===== src/dbm_ram.sv =====
// ----------------------------------------------------------------------------
// dbm_ram
// Generic single-write, single-read RAM with registered read data.
// ----------------------------------------------------------------------------
module dbm_ram #(
	parameter int WIDTH = 8,
	parameter int DEPTH = 2,
	parameter int AW    = (DEPTH > 1) ? $clog2(DEPTH) : 1
) (
	input  logic             clk,
	input  logic             we,
	input  logic [AW-1:0]    waddr,
	input  logic [WIDTH-1:0] wdata,
	input  logic             re,
	input  logic [AW-1:0]    raddr,
	output logic [WIDTH-1:0] rdata
);

	logic [WIDTH-1:0] mem [DEPTH];

	always_ff @(posedge clk) begin
		if (we) begin
			mem[waddr] <= wdata;
		end
		if (re) begin
			rdata <= mem[raddr];
		end
	end

endmodule


===== config.mk =====
export PLATFORM = sky130hd
export DESIGN_NAME = dbm_ram
export DESIGN_NICKNAME = d
export VERILOG_FILES = /design/src/dbm_ram.sv
export SDC_FILE = /design/constraint.sdc
export NUM_CORES = 1
export LEC_CHECK = 0
export BUFFER_PORTS_ARGS = -buffer_cell sky130_fd_sc_hd__buf_2
export CAP_MARGIN = 20
export CORE_MARGIN = 2
export CORE_UTILIZATION = 35
export CTS_CLUSTER_SIZE = 40
export DETAILED_ROUTE_END_ITERATION = 8
export PLACE_DENSITY = 0.67
export SLEW_MARGIN = 30
export SYNTH_ARGS = -nofsm -noshare
export SYNTH_HDL_FRONTEND = slang
export SYNTH_SLANG_ARGS = --single-unit
export TNS_END_PERCENT = 1

===== constraint.sdc =====
create_clock -name clk -period 2.55 [get_ports clk]
set_input_delay 0.51 -clock clk [delete_from_list [all_inputs] [get_ports clk]]
set_output_delay 0.51 -clock clk [all_outputs]
set_load 0.01 [all_outputs]

* After elaboration in Yosys (flattened, before gate mapping)
Memories as Yosys holds them, arrays and structs flattened. A register that Yosys moved wholly into a read port is not among the register bits. Cells that the tools add are included.
Cells by class: $add $sub $neg 0, $mul 0, $lt $le $gt $ge 0, reduce and logical (&&, ||, !) cells 0, multiplexer cells 2, shift operators 0, divide/modulo/power cells 0, bitwise logic cells 0, eq/ne operators 0
Operators by type and width (number):
- 1-bit two-way mux | 2
Word-level totals: register bits after elaboration 0, memories kept 1, bits in writable memories 16, bits in latches 0, bits in read-only memories 0
Memory list:
- mem | words 2, width 8, rd ports 1, clocked after Yosys merged registers in 1, wr ports 1, RTL line 19 | logic [WIDTH-1:0] mem [DEPTH];

* Logic depth before layout (Yosys ltp)
Gate-level depths: netlist of the first run.
depth in word-level cells 2, gate-level depth with buffers 2

* Least setup slack after synthesis of the first run
OpenSTA, ideal clock, no wires.
kind input port to flip-flop, from input we, to memory mem[0][0] (enable), stages on the path 1, setup slack 1.247 ns, data arrival time 0.930 ns, required time 2.177 ns, library setup time 0.373 ns, cell sequence nor2b_1
Between the ends: cells in the longest elaborated chain, start to end 2
Ends and longest elaborated chain:
- from (decl) | RTL line 11 | input logic we,
- 1-bit two-way mux | RTL line 22 | if (we) begin
- 1-bit two-way mux (not written as such) | RTL line 23 | mem[waddr] <= wdata;
- to (decl) | RTL line 19
No other way between the ends.

* Worst setup path in the final report of the first run
from register rdata[3] (read register of mem), to output rdata[3]
RTL lines:
- from (decl) | RTL line 16 | output logic [WIDTH-1:0] rdata
No word-level cell between the ends.

==> metrics, run 1 <==
core area 2410 sq um; final net count 72; Ys Warns 0; aggregate global-route resource usage 0.0931; Root Buffer clkbuf_4; via count 372; Worst-Margin Slew 671 ps; Gate Count Post-Synth 35; FF-to-FF Start mem[1][1]$_DFFE_PP_; leakage power total 0.406 nW; Final ANT Viol Nets 0; number of synthesized flops with an enable pin 24; endpoint type of the worst setup path output pin; synthesized cell area 865 sq um; critical path peak fanout 1; DRT Pass-1 Iters 2; peak supply drop 0.436 mV; Worst EP arrival 860 ps; Initial DRC Count 2; Async SR Flop Fraction 0; final hold vios 0; setup_tns 0 ps; CP max stage delay 390 ps; Residual DRC 0; R2R Setup Slk 1660 ps; Synth Register Bits 24; syn_nets 48; Crit path depth 1; Distinct cells, synth 5; DR WL/cell 12.0 um; f_max 732 MHz; Worst setup endpoint rdata[3]; Die ar. 2880 sq um; biggest area consumer among synthesized cells edfxtp_1; worst path cell trace buf_2; final non-filler cell total 88; largest net degree at the start of global routing 15; vias per cell 4.23; # IOs 21; Area Overhead vs Synth 20.7%; post-placement cell count 84; worst hold path class primary input to flip-flop; required time of the critical path 2040 ps; setup bufs post-CTS 0; cell with the most instances after synthesis edfxtp_1; Die Y 53.7 um; CTS Hold Bufs 0; critical path class flip-flop to output pin; Seq/Total Area, Yosys 0.834; IO Port Bufs 20; pwr/cell area 762 nW/um^2; H-tree depth 1; first-pass GRT wire length 1720 um; Buf+Inv Stages, Crit Path 1; Multi-input gate area 133 sq um; Std-Cell Rows 18; worst rel slew slack 0.552; share of the synthesized area in the top cell type 0.834; main flop type after synthesis edfxtp_1; Top delay family on crit path flip-flops; Die X 53.7 um; skew final 7.02 ps; Synth Area per Inst 24.7 sq um; gpl congestion 0.617; Antenna diodes 0; fin crit share 0.535; reg2reg end rdata[1]$_DFFE_PP_; crit path launch type flip-flop; # resized after CTS 0; Starting Density 0.359; Clk Latency, worst-skew pair 310 ps; slowest library cell on the worst path edfxtp_1; # fillers 217; final WL 1060 um; global route overflow 0; status finished clean; clock tree from TritonCTS done; unrepaired setup endpoints after global routing false; top area cells in the synthesized netlist edfxtp_1 83%, mux2_4 14%, buf_6 1.3%; clk slew on worst S/H paths 130 ps; MaxCap Viol Count 0; final setup fails 0; total clock buffers created by CTS 3; register area 721 sq um; Slew Viols, Final 0; minimum clock period 1370 ps; share of layout cells above drive strength 1 0.552; Post-synth top cells 24 x edfxtp_1, 8 x mux2_4, 1 x and2_1, 1 x buf_6, 1 x nor2b_1; vias in the first global route 377; Num Clock Sinks 24; initial antenna violation count 0; R2R depth 1; clock tree buffer depth 2; worst setup path startpoint rdata[3]$_DFFE_PP_
worst min path at each step:
stage	start	endpoint	slack (ps)	depth (start not counted)
after floorplan	mem[1][0]$_DFFE_PP_	rdata[0]$_DFFE_PP_	530	1
after global placement	mem[1][7]$_DFFE_PP_	rdata[7]$_DFFE_PP_	530	1
after detailed placement	mem[0][7]$_DFFE_PP_	rdata[7]$_DFFE_PP_	530	1
after CTS	wdata[6]	mem[0][6]$_DFFE_PP_	360	1
after global routing	wdata[6]	mem[1][6]$_DFFE_PP_	360	1
final	wdata[6]	mem[0][6]$_DFFE_PP_	370	1
metrics by stage:
step                 util  hold WS, ps  instance area, sq um  total power, mW  setup WS (ps)
CTS                 0.433          360                  1040            0.804           1170
global route        0.433          357                  1040            0.822           1140
global placement    0.411          531                   991            0.534           1070
finish              0.433          369                  1040            0.795           1180
detailed placement  0.411          534                   991            0.537            999
floorplan               -          527                   865            0.512           1250
final cells by class:
cell class / count / area share
clock inverter: 1 / 0.0288
sequential: 24 / 0.691
tap: 30 / 0.0360
timing repair buffer: 20 / 0.0959
multi-input combinational: 10 / 0.127
clock buffer: 3 / 0.0216
power by group:
group / total [mW] / internal [mW] / switching (mW)
clock network: 0.269 / 0.159 / 0.110
registers: 0.472 / 0.465 / 0.00638
logic: 0.0542 / 0.0300 / 0.0242
routing by layer:
metal  global-route usage  up-vias  part of all wire
met5                    0        -                 0
met4                0.103        0             0.042
met3               0.0250        4             0.049
met2                0.146       13              0.52
met1               0.0941      172              0.39
li1                     -      183                 -
registers in the layout, summed over array words and instances, names as in the netlist:
name	flops
rdata	8
mem	16
cell usage in the layout (no fill, tap or decap):
master / synthesis / final
clkbuf_4: 0 / 3
edfxtp_1: 24 / 24
mux2_4: 8 / 8
and2_1: 1 / 1
bufinv_16: 0 / 1
nor2b_1: 1 / 1
buf_2: 0 / 20
cells by family (layout without fill, tap and decap cells):
logic type | count (synthesis) | in the layout | share of synthesized area
DFF | 24 | 24 | 0.834
and+or+nand+nor | 2 | 2 | 0.0145
muxes | 8 | 8 | 0.139
buffers and inverters | 1 | 24 | 0.0130
No activity file was read; power rests on OpenSTA's default activity.
==> run 2: changes to the inputs <==
- PLACE_DENSITY: 0.67 -> 0.69
- clock period: 2.55 -> 1.1 ns (I/O delays scaled with it)
==> metrics, run 2 (synthesis gave the netlist of run 1 again) <==
status finished clean; first-pass GRT wire length 1460 um (-15%); Antenna diodes 0 (unchanged); final setup fails 0 (unchanged); f_max 939 MHz; Worst-Margin Slew 365 ps (-306 ps); worst hold path class primary input to flip-flop; worst rel slew slack 0.757 (+0.205); final WL 982 um (-7.3%); slowest library cell on the worst path edfxtp_1; Largest register FFs 16 (unchanged); Hold Path Depth 1 (unchanged); aggregate global-route resource usage 0.0798 (-0.0133); Num Clock Sinks 24 (unchanged); clk slew on worst S/H paths 120 ps (about the same); Clk Latency, worst-skew pair 310 ps (about the same); Worst EP arrival 840 ps (-20 ps); clock tree from TritonCTS done; endpoint type of the worst setup path output pin; Die Y 53.7 um (unchanged); final net count 73 (+1.4%); Std-Cell Rows 18 (unchanged); DRT Pass-1 Iters 2 (unchanged); largest registers mem (16), rdata (8); CTS Hold Bufs 0 (unchanged); gpl congestion 0.635 (+2.8%); Final ANT Viol Nets 0 (unchanged); minimum clock period 1060 ps; vias per cell 4.07 (-3.8%); Hold EP mem[1][1]$_DFFE_PP_; Die X 53.7 um (unchanged); R2R depth 1 (unchanged); initial antenna violation count 0 (unchanged); DR WL/cell 11.0 um (-8.3%); setup bufs post-CTS 0 (unchanged); skew final 3.71 ps (-3.31 ps); setup_tns 0 ps (unchanged); pwr/cell area 1560 nW/um^2 (+100%); CP max stage delay 390 ps (about the same); core area 2410 sq um (unchanged); unrepaired setup endpoints after global routing true; register with the most flip-flops mem; vias in the first global route 339 (-10%); # IOs 21 (unchanged); reg2reg end rdata[3]$_DFFE_PP_; H-tree depth 1 (unchanged); Die ar. 2880 sq um (unchanged); share of layout cells above drive strength 1 0.542 (-0.00935); via count 362 (-2.7%); MaxCap Viol Count 0 (unchanged); post-placement cell count 85 (+1.2%); # resized after CTS 0 (unchanged); FF-to-FF Start mem[0][3]$_DFFE_PP_; Min-Delay Startpoint wdata[1]; crit path launch type flip-flop; Buf+Inv Stages, Crit Path 1 (unchanged); critical path peak fanout 1 (unchanged); R2R Setup Slk 200 ps (-1460 ps); Root Buffer clkbuf_4; clock tree buffer depth 2 (unchanged); Top delay family on crit path flip-flops; most frequent cells in the layout 24 x edfxtp_1, 20 x buf_2, 8 x mux2_4, 3 x clkbuf_4; critical path class flip-flop to output pin; worst path cell trace buf_2; global route overflow 0 (unchanged); final hold vios 0 (unchanged); Initial DRC Count 2 (unchanged); Residual DRC 0 (unchanged); IO Port Bufs 20 (unchanged); peak supply drop 0.958 mV (+120%); Area Overhead vs Synth 18.5%; total clock buffers created by CTS 3 (unchanged); largest net degree at the start of global routing 14 (-1); leakage power total 0.398 nW (-1.8%); Slew Viols, Final 0 (unchanged); fin crit share 0.968; Starting Density 0.359 (unchanged); commonest non-fill, non-tap cell in the layout edfxtp_1; final non-filler cell total 89 (+1.1%); required time of the critical path 880 ps (-1160 ps)
## run 2: cell type report
class                           count  area [sq um]
Fill cell                         209          1390
Sequential cell                    24           721
Multi-Input combinational cell     10           133
Timing Repair Buffer               21           108
Tap cell                           30          37.5
Clock buffer                        3          22.5
Clock inverter                      1          3.75
## run 2: metrics by stage
stage,worst slack [ps],hold WS [ps],instance area [sq um],power (mW),util
floorplan,86.6,319,865,1.19,-
global placement,60.6,408,998,1.24,0.414
detailed placement,48.9,411,998,1.25,0.414
CTS,15.3,85.9,1020,1.61,0.425
global route,-11.0,71.8,1020,1.66,0.425
finish,35.1,90.1,1020,1.59,0.425
## run 2: worst max path at each step
| stage | cells after the start | endpoint | slack, ps | startpoint |
|---|---|---|---|---|
| after floorplan | 1 | mem[0][0]$_DFFE_PP_ | 90 | we |
| after global placement | 2 | rdata[1]$_DFFE_PP_ | 60 | raddr |
| after detailed placement | 2 | rdata[3]$_DFFE_PP_ | 50 | raddr |
| after CTS | 1 | rdata[4] | 20 | rdata[4]$_DFFE_PP_ |
| after global routing | 1 | rdata[4] | -10 | rdata[4]$_DFFE_PP_ |
| final | 1 | rdata[4] | 40 | rdata[4]$_DFFE_PP_ |
## run 2: power by group
group / leakage, nW / internal, mW / switching, mW
clock: 0.0154 / 0.133 / 0.241
combinational: 0.154 / 0.0718 / 0.0549
sequential: 0.228 / 1.08 / 0.0152
## run 2: per-layer routing
metal  GRT usage  wire length, um
met1      0.0716              380
met2       0.132              518
met3      0.0250               56
met4      0.0897               27
met5           0                0
